==> src/rtl/rbf_svm_classifier_macros.svh <==
// Assertion helpers shared by the block.
`ifndef RBF_SVM_CLASSIFIER_MACROS_SVH
`define RBF_SVM_CLASSIFIER_MACROS_SVH

// Same-cycle implication, ignored during reset.
`define RSVM_ASSERT_NOW(label, clk, rst, lhs, rhs) \
  label: assert property (@(posedge clk) disable iff (rst) (lhs) |-> (rhs)) \
    else $error("rsvm same-cycle check failed");

// Next-cycle implication, ignored during reset.
`define RSVM_ASSERT_NEXT(label, clk, rst, lhs, rhs) \
  label: assert property (@(posedge clk) disable iff (rst) (lhs) |=> (rhs)) \
    else $error("rsvm next-cycle check failed");

`endif

==> src/rtl/rsvm_pkg.sv <==
package rsvm_pkg;

  localparam logic [1:0] OP_WRITE_VECTOR = 2'd0;
  localparam logic [1:0] OP_WRITE_COEF   = 2'd1;
  localparam logic [1:0] OP_QUERY        = 2'd2;

  localparam logic [1:0] REG_GAMMA          = 2'd0;
  localparam logic [1:0] REG_BIAS           = 2'd1;
  localparam logic [1:0] REG_ACTIVE_VECTORS = 2'd2;
  localparam logic [1:0] REG_FEATURE_COUNT  = 2'd3;

  localparam int ACC_W = 56;

  typedef struct packed {
    logic [1:0]         operation;
    logic [7:0]         vector_index;
    logic [3:0]         feature_index;
    logic signed [15:0] feature_value;
    logic signed [23:0] coefficient;
    logic               last_feature;
  } in_t;

  typedef struct packed {
    logic               class_positive;
    logic signed [31:0] margin;
    logic               saturated;
  } out_t;

  typedef struct packed {
    logic accept;
    logic start;
    logic issue;
    logic load_out;
  } cmd_t;

  typedef struct packed {
    logic f_last;
    logic v_last;
    logic nv_zero;
    logic busy;
    logic out_free;
  } status_t;

endpackage

==> src/rtl/rsvm_ctrl.sv <==
module rsvm_ctrl (
  input  logic             clk,
  input  logic             rst,
  input  logic             in_valid,
  output logic             in_ready,
  input  rsvm_pkg::in_t    in_data,
  input  rsvm_pkg::status_t status,
  output rsvm_pkg::cmd_t   cmd
);
  import rsvm_pkg::*;

  localparam logic [1:0] S_IDLE   = 2'd0;
  localparam logic [1:0] S_RUN    = 2'd1;
  localparam logic [1:0] S_DRAIN  = 2'd2;
  localparam logic [1:0] S_FINISH = 2'd3;

  logic [1:0] state, state_next;
  logic       fire, go;

  assign in_ready = (state == S_IDLE);
  assign fire     = in_valid && in_ready;
  assign go       = fire && (in_data.operation == OP_QUERY) && in_data.last_feature;

  always_comb begin
    state_next   = state;
    cmd          = '0;
    cmd.accept   = fire;
    case (state)
      S_IDLE: begin
        if (go) begin
          cmd.start  = 1'b1;
          state_next = status.nv_zero ? S_DRAIN : S_RUN;
        end
      end
      S_RUN: begin
        cmd.issue = 1'b1;
        if (status.f_last && status.v_last) state_next = S_DRAIN;
      end
      S_DRAIN: begin
        if (!status.busy) state_next = S_FINISH;
      end
      S_FINISH: begin
        // hold the sum until the result register frees up
        if (status.out_free) begin
          cmd.load_out = 1'b1;
          state_next   = S_IDLE;
        end
      end
      default: state_next = S_IDLE;
    endcase
  end

  always_ff @(posedge clk) begin
    if (rst) begin
      state <= S_IDLE;
    end else begin
      state <= state_next;
    end
  end
endmodule

==> config.mk <==
export PLATFORM = sky130hd
export DESIGN_NAME = rsvm_ctrl
export DESIGN_NICKNAME = d
export VERILOG_FILES = /design/src/rtl/rbf_svm_classifier_macros.svh /design/src/rtl/rsvm_pkg.sv /design/src/rtl/rsvm_ctrl.sv
export SDC_FILE = /design/constraint.sdc
export NUM_CORES = 1
export LEC_CHECK = 0
export BUFFER_PORTS_ARGS = -buffer_cell sky130_fd_sc_hd__buf_4
export CAP_MARGIN = 20
export CELL_PAD_IN_SITES_DETAIL_PLACEMENT = 1
export CELL_PAD_IN_SITES_GLOBAL_PLACEMENT = 2
export CORE_ASPECT_RATIO = 1.25
export CORE_MARGIN = 10
export CORE_UTILIZATION = 10
export DETAILED_ROUTE_END_ITERATION = 16
export HOLD_SLACK_MARGIN = 0.1
export PLACE_DENSITY_LB_ADDON = 0.1
export SETUP_SLACK_MARGIN = 0.1
export SYNTH_ARGS = -nofsm -noshare
export SYNTH_HDL_FRONTEND = slang
export SYNTH_SLANG_ARGS = --single-unit
==> constraint.sdc <==
create_clock -name clk -period 1.85 [get_ports clk]
set_input_delay 0.185 -clock clk [delete_from_list [all_inputs] [get_ports clk]]
set_output_delay 0.185 -clock clk [all_outputs]
set_load 0.02 [all_outputs]
==> impl_metrics.tcl, run 1 <==
set metrics [dict create \
    fmax_mhz 605 \
    arrival_ps 1760 \
    syn_nets 94 \
    end_kind "flop" \
    routedWlPerCell_um 10.6 \
    max_slew_margin_pct 75.8 \
    cts.clk_slew.worst_paths_ps 40 \
    antennaDiodeCount 0 \
    synth_seq_area_share_pct 14.8 \
    htreeDepth 1 \
    synth.distinct_cells 15 \
    yosysWarningCount 0 \
    crit_path_max_fanout 3 \
    antenna_found_initial 0 \
    peakVddDrop_mv 0.196 \
    fillerInstances 322 \
    drc_errors 0 \
    swShare_pct 39.3 \
    dr.pass1.iters 3 \
    num_rows 21 \
    dpl-instance-area_um2 418 \
    avgSynthCellArea_um2 10.0 \
    synth_seq_cells 2 \
    finClkSkew_ps 7.64 \
    largest-register "state" \
    seq_power_share_pct 15.2 \
    drv_slew 0 \
    fin_util_pct 16.9 \
    power.density_mw_per_mm2 1020 \
    die_h_um 78.1 \
    multiInputGateArea_um2 218 \
    layout_commonest_cell "buf_4" \
    worst_ep_required_time_ps 1960 \
    final_cell_area_um2 444 \
    finalWirelength_um 830 \
    internal_power_mw 0.276 \
    start_kind "flop" \
    synth_area_um2 270 \
    die_width_um 66.5 \
    syn_to_final_growth_pct 64.4 \
    fin_setup_tns_ps 0 \
    finalPower_mw 0.455 \
    postRouteAntennaNets 0 \
    core_area_mm2 0.00263 \
    cts_tree "yes" \
    final_layout_size_suffix_gt1_share_pct 56.8 \
    cts_sinks 2 \
    outcome "finished, final reports clean" \
    io_buffers 15 \
    overflow 0 \
    pwr-share-comb_pct 61.9 \
    dieArea_mm2 0.00520 \
    cts_max_path_buffers 2 \
    grt_max_degree 7 \
    period_needed_ps 1650 \
    regArea_um2 41.3 \
    largestRegisters "state: 2 flops" \
    p_clk_share_pct 23.0 \
    grt_pass1_vias 323 \
    place.gp.congestion 0.617 \
    grt_usage_pct 3.96 \
    p_switching_mw 0.179 \
    nets 113 \
    initial_utilization_pct 10.3 \
    grt_setup_unrepaired "true" \
    p_leak_nw 0.207 \
    syn_inst 27 \
    ctsRootBufferMaster "clkbuf_4" \
    hp-class "primary input to flop" \
    max_cap_viol_count 0 \
    clock_latency_ps 240 \
    setup_viol 0 \
    vias 257 \
    layout_common_cells "buf_4 (15), nor2_1 (4), and2_1 (3), ha_1 (3), clkbuf_4 (3)" \
    drtIter0Drc 3 \
    hold_viol 0 \
    viasPerCell 3.29 \
    hold_buffers 0 \
    fin_crit_sh_pct 89.3 \
    post-cts-setup-buffers 0 \
    largest_reg_flops 2 \
    cts_buffers 3 \
    hold_slack_ps 319 \
    tightest_slew_ps 363 \
    critPathKind "flop to flop" \
    grt_pass1_wl_mm 1.43 \
    num_io_pins 68 \
]
==> routing by layer <==
layer	vias up	track usage [%]	share of wire, %
met3	3	2.13	8.6
met4	0	5.67	4.0
met5	-	0	0
met1	116	3.22	37
li1	125	-	-
met2	13	5.66	50
==> path summary, 6_finish.rpt <==
check | startpoint | endpoint | slack, ps | depth (start not counted)
worst max-delay path | state[0] | state[0] | 200 | 5
worst min-delay path | rst | state[1] | 320 | 3
worst max register to register | state[0] | state[0] | 200 | 5
worst min register to register | state[0] | state[0] | 690 | 3
==> synthesized netlist by cell type <==
cell / count / area share, %
ha_1: 4 / 19
dfxtp_1: 2 / 15
a2111oi_4: 1 / 10
a21oi_1: 1 / 1.9
a21boi_1: 1 / 2.8
mux2i_1: 1 / 3.7
nand3_1: 1 / 1.9
inv_1: 2 / 2.8
nand2b_1: 2 / 4.6
buf_4: 1 / 2.8
mux2_4: 2 / 11
nand4b_4: 1 / 8.8
and2b_4: 1 / 3.7
nor2_1: 4 / 5.6
and2_1: 3 / 6.9
==> worst max-delay path, cell delays in order (launching register included) <==
cell       delay (ps)
dfxtp_2           330
inv_1              70
ha_1              210
and2_1            180
a2111oi_4         410
mux2_4            330
==> what timing repair did <==
action,4_1_cts,5_1_grt
gates resized for setup,0,2
endpoints found under the hold margin,0,0
setup endpoints to repair,0,2
==> area by class of cell <==
cell class | count | share of cell area [%]
well taps | 34 | 9.58
flip-flops and latches | 2 | 9.30
inverters | 2 | 1.69
multi-input cells | 22 | 49.0
repair buffers | 15 | 25.4
clock buffers | 3 | 5.07
==> power by group through the flow <==
stage	Sequential [mW]	Clock (mW)	Combinational, mW
final	0.0690	0.104	0.281
after global routing	0.0714	0.118	0.314
after CTS	0.0688	0.113	0.283
after detailed placement	0.0694	0	0.283
after global placement	0.0681	0	0.278
after floorplan	0.0652	0	0.202
==> logic make-up after synthesis <==
| logic type | after synthesis | share of synthesized area (%) |
|---|---|---|
| AND/OR/NAND/NOR | 12 | 31.5 |
| flip-flops | 2 | 14.8 |
| adder cells (fa/ha/maj) | 4 | 18.5 |
| buffers and inverters | 3 | 5.56 |
| multiplexers | 3 | 14.8 |
| AO/OA/AOI/OAI | 3 | 14.8 |
==> metrics by stage <==
step / instances / worst slack, ps
2_1_floorplan: 27 / 280
3_3_place_gp: 75 / 196
3_5_place_dp: 75 / 174
4_1_cts: 78 / 104
5_1_grt: 78 / 86.5
6_report: 78 / 198
(Power assumes the default switching activity.)
==> run 2, diff against run 1 <==
--- a/config.mk
+++ b/config.mk
@@ -12,10 +12,11 @@
 export CORE_ASPECT_RATIO = 1.25
 export CORE_MARGIN = 10
 export CORE_UTILIZATION = 10
+export CTS_BUF_LIST = sky130_fd_sc_hd__clkbuf_8
 export DETAILED_ROUTE_END_ITERATION = 16
 export HOLD_SLACK_MARGIN = 0.1
 export PLACE_DENSITY_LB_ADDON = 0.1
-export SETUP_SLACK_MARGIN = 0.1
+export SETUP_SLACK_MARGIN = 0.02
 export SYNTH_ARGS = -nofsm -noshare
 export SYNTH_HDL_FRONTEND = slang
 export SYNTH_SLANG_ARGS = --single-unit
==> constraint.sdc (replaced) <==
create_clock -name clk -period 1.85 [get_ports clk]
set_input_delay 0.185 -clock clk [delete_from_list [all_inputs] [get_ports clk]]
set_output_delay 0.185 -clock clk [all_outputs]
set_load 0.1 [all_outputs]
==> run 2 against run 1 <==
  * Register-to-register slack lost 30 ps
  * Clock-buffer cell count is the same
  * Combinational power grew 65%
  * Sequential share of layout area shrank 1.0 points
  * First-iteration DRC count is the same
  * Critical endpoint unchanged
==> impl_metrics.tcl, run 2 (synthesis gave the netlist of run 1 again) <==
set metrics [dict create \
    setup_viol 0 \
    finalWirelength_um 779 \
    finalPower_mw 0.700 \
    path_cells "inv_1 -> ha_1 -> and2_1 -> a2111oi_4 -> mux2_4" \
    largest-register "state" \
    cts_max_path_buffers 2 \
    fin_setup_tns_ps 0 \
    viasPerCell 3.22 \
    dieArea_mm2 0.00520 \
    start_kind "flop" \
    placed_cells 75 \
    final_layout_size_suffix_gt1_share_pct 59.1 \
    cts_buffers 3 \
    end_kind "flop" \
    path_buf_inv 1 \
    critPathKind "flop to flop" \
    outcome "finished, final reports clean" \
    final_cell_area_um2 485 \
    dpl-instance-area_um2 430 \
    postRouteAntennaNets 0 \
    drv_slew 0 \
    worst_ep_required_time_ps 1940 \
    setup_slack_ps 173 \
    cts_tree "yes" \
    syn_to_final_growth_pct 79.6 \
    p_leak_nw 0.217 \
    crit_family "compound AO/OA/AOI/OAI gates" \
    post-cts-setup-buffers 0 \
    place_hpwl_um 715 \
    core_area_mm2 0.00263 \
    cts.clk_slew.worst_paths_ps 30 \
    fmax_mhz 596 \
    max_cap_viol_count 0 \
    r2r_end "state[0]" \
    power.density_mw_per_mm2 1440 \
    vias 251 \
    htreeDepth 1 \
    overflow 0 \
    cp_num_cells 5 \
    num_rows 21 \
    rr_worst_depth 5 \
    cpPeakStageDelay_ps 360 \
    hold_slack_ps 349 \
    tightest_slew_ps 350 \
    crit_path_start "state[0]" \
    drtIter0Drc 3 \
    finClkSkew_ps 0.739 \
    final_cells 78 \
    largestRegisters "state: 2 flops" \
    initial_utilization_pct 10.3 \
    layout_common_cells "buf_4 (14), and2_1 (3), nor2_1 (3), clkbuf_8 (3)" \
    nets 113 \
    largest_reg_flops 2 \
    clock_latency_ps 210 \
    grt_max_degree 7 \
    fin_util_pct 18.5 \
    die_width_um 66.5 \
    num_io_pins 68 \
    grt_setup_unrepaired "false" \
    arrival_ps 1770 \
    antennaDiodeCount 0 \
    grt_pass1_vias 283 \
    rrSetupSlack_ps 170 \
    period_needed_ps 1680 \
    ctsRootBufferMaster "clkbuf_8" \
    grt_usage_pct 3.40 \
    crit_path_max_fanout 3 \
    layout_commonest_cell "buf_4" \
    fin_crit_sh_pct 90.7 \
    antenna_found_initial 0 \
    worstReg2RegStart "state[0]" \
    cts_sinks 2 \
    critPathSlowestCell "a2111oi_4" \
    dr.pass1.iters 2 \
    routedWlPerCell_um 9.99 \
    max_slew_margin_pct 76.6 \
    setup.worst_path.end "state[0]" \
    place.gp.congestion 0.604 \
    dpl_worst_slack_ps 179 \
    hold_viol 0 \
    grt_pass1_wl_mm 1.32 \
    drc_errors 0 \
    io_buffers 15 \
    hp-class "primary input to flop" \
    peakVddDrop_mv 0.405 \
    die_h_um 78.1 \
]
[run 2: routing by layer]
layer / global-route usage [%] / vias up / routed length (um)
li1: - / 124 / -
met1: 3.14 / 113 / 338
met2: 4.51 / 14 / 318
met3: 2.84 / 0 / 122
met4: 3.15 / 0 / 0
met5: 0 / - / 0
[run 2: report_power, final]
group | total, mW | internal (mW) | switching [mW]
Sequential | 0.0672 | 0.0567 | 0.0105
Combinational | 0.465 | 0.161 | 0.304
Clock | 0.168 | 0.137 | 0.0307
[run 2: worst min-delay path: stages]
cell    delay, ps
buf_4         120
nor2_1         80
mux2_4        140
[run 2: area by class of cell]
class	instances	area, um^2
clock buffers	3	41.3
fillers	319	2140
inverters	2	7.51
multi-input cells	22	238
flip-flops and latches	2	40.0
well taps	34	42.5
repair buffers	15	116
[run 2: worst min-delay path by stage]
| stage | start | to | slack (ps) | cells after the start |
|---|---|---|---|---|
| after floorplan | rst | state[0] | 420 | 2 |
| after global placement | rst | state[1] | 560 | 3 |
| after detailed placement | rst | state[1] | 570 | 3 |
| after CTS | rst | state[1] | 350 | 3 |
| after global routing | rst | state[1] | 370 | 3 |
| final | rst | state[1] | 350 | 3 |
[run 2: what timing repair did]
action / 4_1_cts / 5_1_grt
resized for setup: 0 / 2
hold buffers: 0 / 0
setup endpoints to repair: 0 / 1
==> run 3, diff against run 2 <==
==> constraint.sdc (replaced) <==
create_clock -name clk -period 1.85 [get_ports clk]
set_input_delay 0.37 -clock clk [delete_from_list [all_inputs] [get_ports clk]]
set_output_delay 0.37 -clock clk [all_outputs]
set_load 0.1 [all_outputs]
==> run 3 against run 2 <==
  * Critical path type is now flop to output pin
  * Critical path depth grew 1
  * Via count is 4.0% higher
  * First-iteration DRC count up 100%
  * Worst setup slack lost 51 ps
  * Die area stayed put
  * Global-route usage barely moved
  * Critical endpoint is now cmd[2]
  * Largest power group unchanged
==> impl_metrics.tcl, run 3 (synthesis gave the netlist of run 1 again) <==
set metrics [dict create \
    grt_usage_pct 3.43 \
    peakVddDrop_mv 0.456 \
    hold_viol 0 \
    finClkSkew_ps 1.72 \
    cts_buffers 3 \
    hp-class "primary input to flop" \
    swShare_pct 46.9 \
    hold_slack_ps 535 \
    power.density_mw_per_mm2 1450 \
    routedWlPerCell_um 10.0 \
    nets 117 \
    largest-register "state" \
    max_slew_margin_pct 76.2 \
    place_hpwl_um 717 \
    dr_wl_met2_um 324 \
    ctsRootBufferMaster "clkbuf_8" \
    layout_commonest_cell "buf_4" \
    largestRegisters "state: 2 flops" \
    dpl_worst_slack_ps 141 \
    postRouteAntennaNets 0 \
    max_cap_viol_count 0 \
    arrival_ps 1360 \
    overflow 0 \
    seq_power_share_pct 9.1 \
    largest_reg_flops 2 \
    worst_ep_required_time_ps 1480 \
    end_kind "output pin" \
    antenna_found_initial 0 \
    vias 261 \
    clock_latency_ps 210 \
    wl_met3_um 82 \
    finalWirelength_um 823 \
    io_buffers 15 \
    core_area_mm2 0.00263 \
    worstReg2RegStart "state[0]" \
    outcome "finished, final reports clean" \
    drc_errors 0 \
    cts.clk_slew.worst_paths_ps 30 \
    grt_pass1_vias 302 \
    start_kind "flop" \
    fmax_mhz 579 \
    place.gp.congestion 0.588 \
    tightest_slew_ps 357 \
    crit_path_max_fanout 6 \
    cts_sinks 2 \
    htreeDepth 1 \
    critPathKind "flop to output pin" \
    pwr-share-comb_pct 69.1 \
    fin_crit_sh_pct 93.4 \
    period_needed_ps 1730 \
    grt_setup_unrepaired "false" \
    drtIter0Drc 6 \
    die_h_um 78.1 \
    fin_setup_tns_ps 0 \
    top_layer "met3" \
    grt_max_degree 7 \
    internal_power_mw 0.404 \
    setup_slack_ps 122 \
    cts_max_path_buffers 2 \
    viasPerCell 3.18 \
    drv_slew 0 \
    setup_viol 0 \
    initial_utilization_pct 10.3 \
    p_clk_share_pct 21.8 \
    die_width_um 66.5 \
    num_io_pins 68 \
    final_layout_size_suffix_gt1_share_pct 66.7 \
    grt_pass1_wl_mm 1.37 \
    dieArea_mm2 0.00520 \
    crit_path_start "state[1]" \
    layout_common_cells "buf_4 (18), and2_1 (3), nor2_1 (3), clkbuf_8 (3)" \
    p_switching_mw 0.357 \
    p_leak_nw 0.236 \
    hold_path_startpoint "rst" \
    dr.pass1.iters 2 \
    met1Wirelength_um 416 \
    rrSetupSlack_ps 200 \
    num_rows 21 \
    syn_to_final_growth_pct 94.0 \
    antennaDiodeCount 0 \
    cts_tree "yes" \
]
run 3: cell count changes in the layout (fill, tap and decap cells not counted):
cell | before | now
buf_12 | 0 | 1
buf_6 | 1 | 0
inv_2 | 0 | 2
buf_4 | 14 | 18
inv_1 | 2 | 0
run 3: cell type report:
type / count / area (um^2)
Tap cell: 34 / 42.5
Fill cell: 326 / 2100
Inverter: 2 / 7.51
Multi-Input combinational cell: 22 / 238
Sequential cell: 2 / 40.0
Clock buffer: 3 / 41.3
Timing Repair Buffer: 19 / 155
run 3: final timing paths:
path,endpoint,cells after the start
setup / recovery,cmd[2],6
hold / removal,state[0],3
setup reg to reg,state[0],5
hold reg to reg,state[0],3
run 3: power by group through the flow:
| stage | clock network (mW) | registers (mW) | logic [mW] |
|---|---|---|---|
| 4_1_cts | 0.171 | 0.0697 | 0.480 |
| 3_5_place_dp | 0 | 0.0681 | 0.475 |
| 3_3_place_gp | 0 | 0.0688 | 0.470 |
| 2_1_floorplan | 0 | 0.0655 | 0.402 |
| 6_report | 0.166 | 0.0690 | 0.526 |
| 5_1_grt | 0.180 | 0.0724 | 0.564 |
run 3: per-layer routing:
metal | track usage [%] | up-vias
met1 | 3.62 | 113
met5 | 0 | -
met2 | 4.80 | 14
li1 | - | 134
met3 | 2.13 | 0
met4 | 2.52 | 0
run 3: stage by stage:
| step | instances | util (%) | instance area, um^2 | power, mW |
|---|---|---|---|---|
| 6_report | 82 | 20.0 | 524 | 0.761 |
| 3_5_place_dp | 75 | 16.8 | 440 | 0.543 |
| 4_1_cts | 78 | 18.8 | 494 | 0.720 |
| 5_1_grt | 82 | 20.0 | 524 | 0.817 |
| 2_1_floorplan | 27 | - | 293 | 0.468 |
| 3_3_place_gp | 75 | 16.8 | 440 | 0.539 |
run 3: what timing repair did:
item	4_1_cts	5_1_grt
setup endpoints to repair	1	1
gates resized for setup	5	0
setup buffers	0	4
hold buffers	0	0
pin swaps	0	1
run 3: critical path, stage by stage, from the launching register on:
cell     delay [ps]
dfxtp_1         320
inv_2           100
ha_4            170
and2_1          150
nand3_1         120
nor2_4          120
buf_12          180
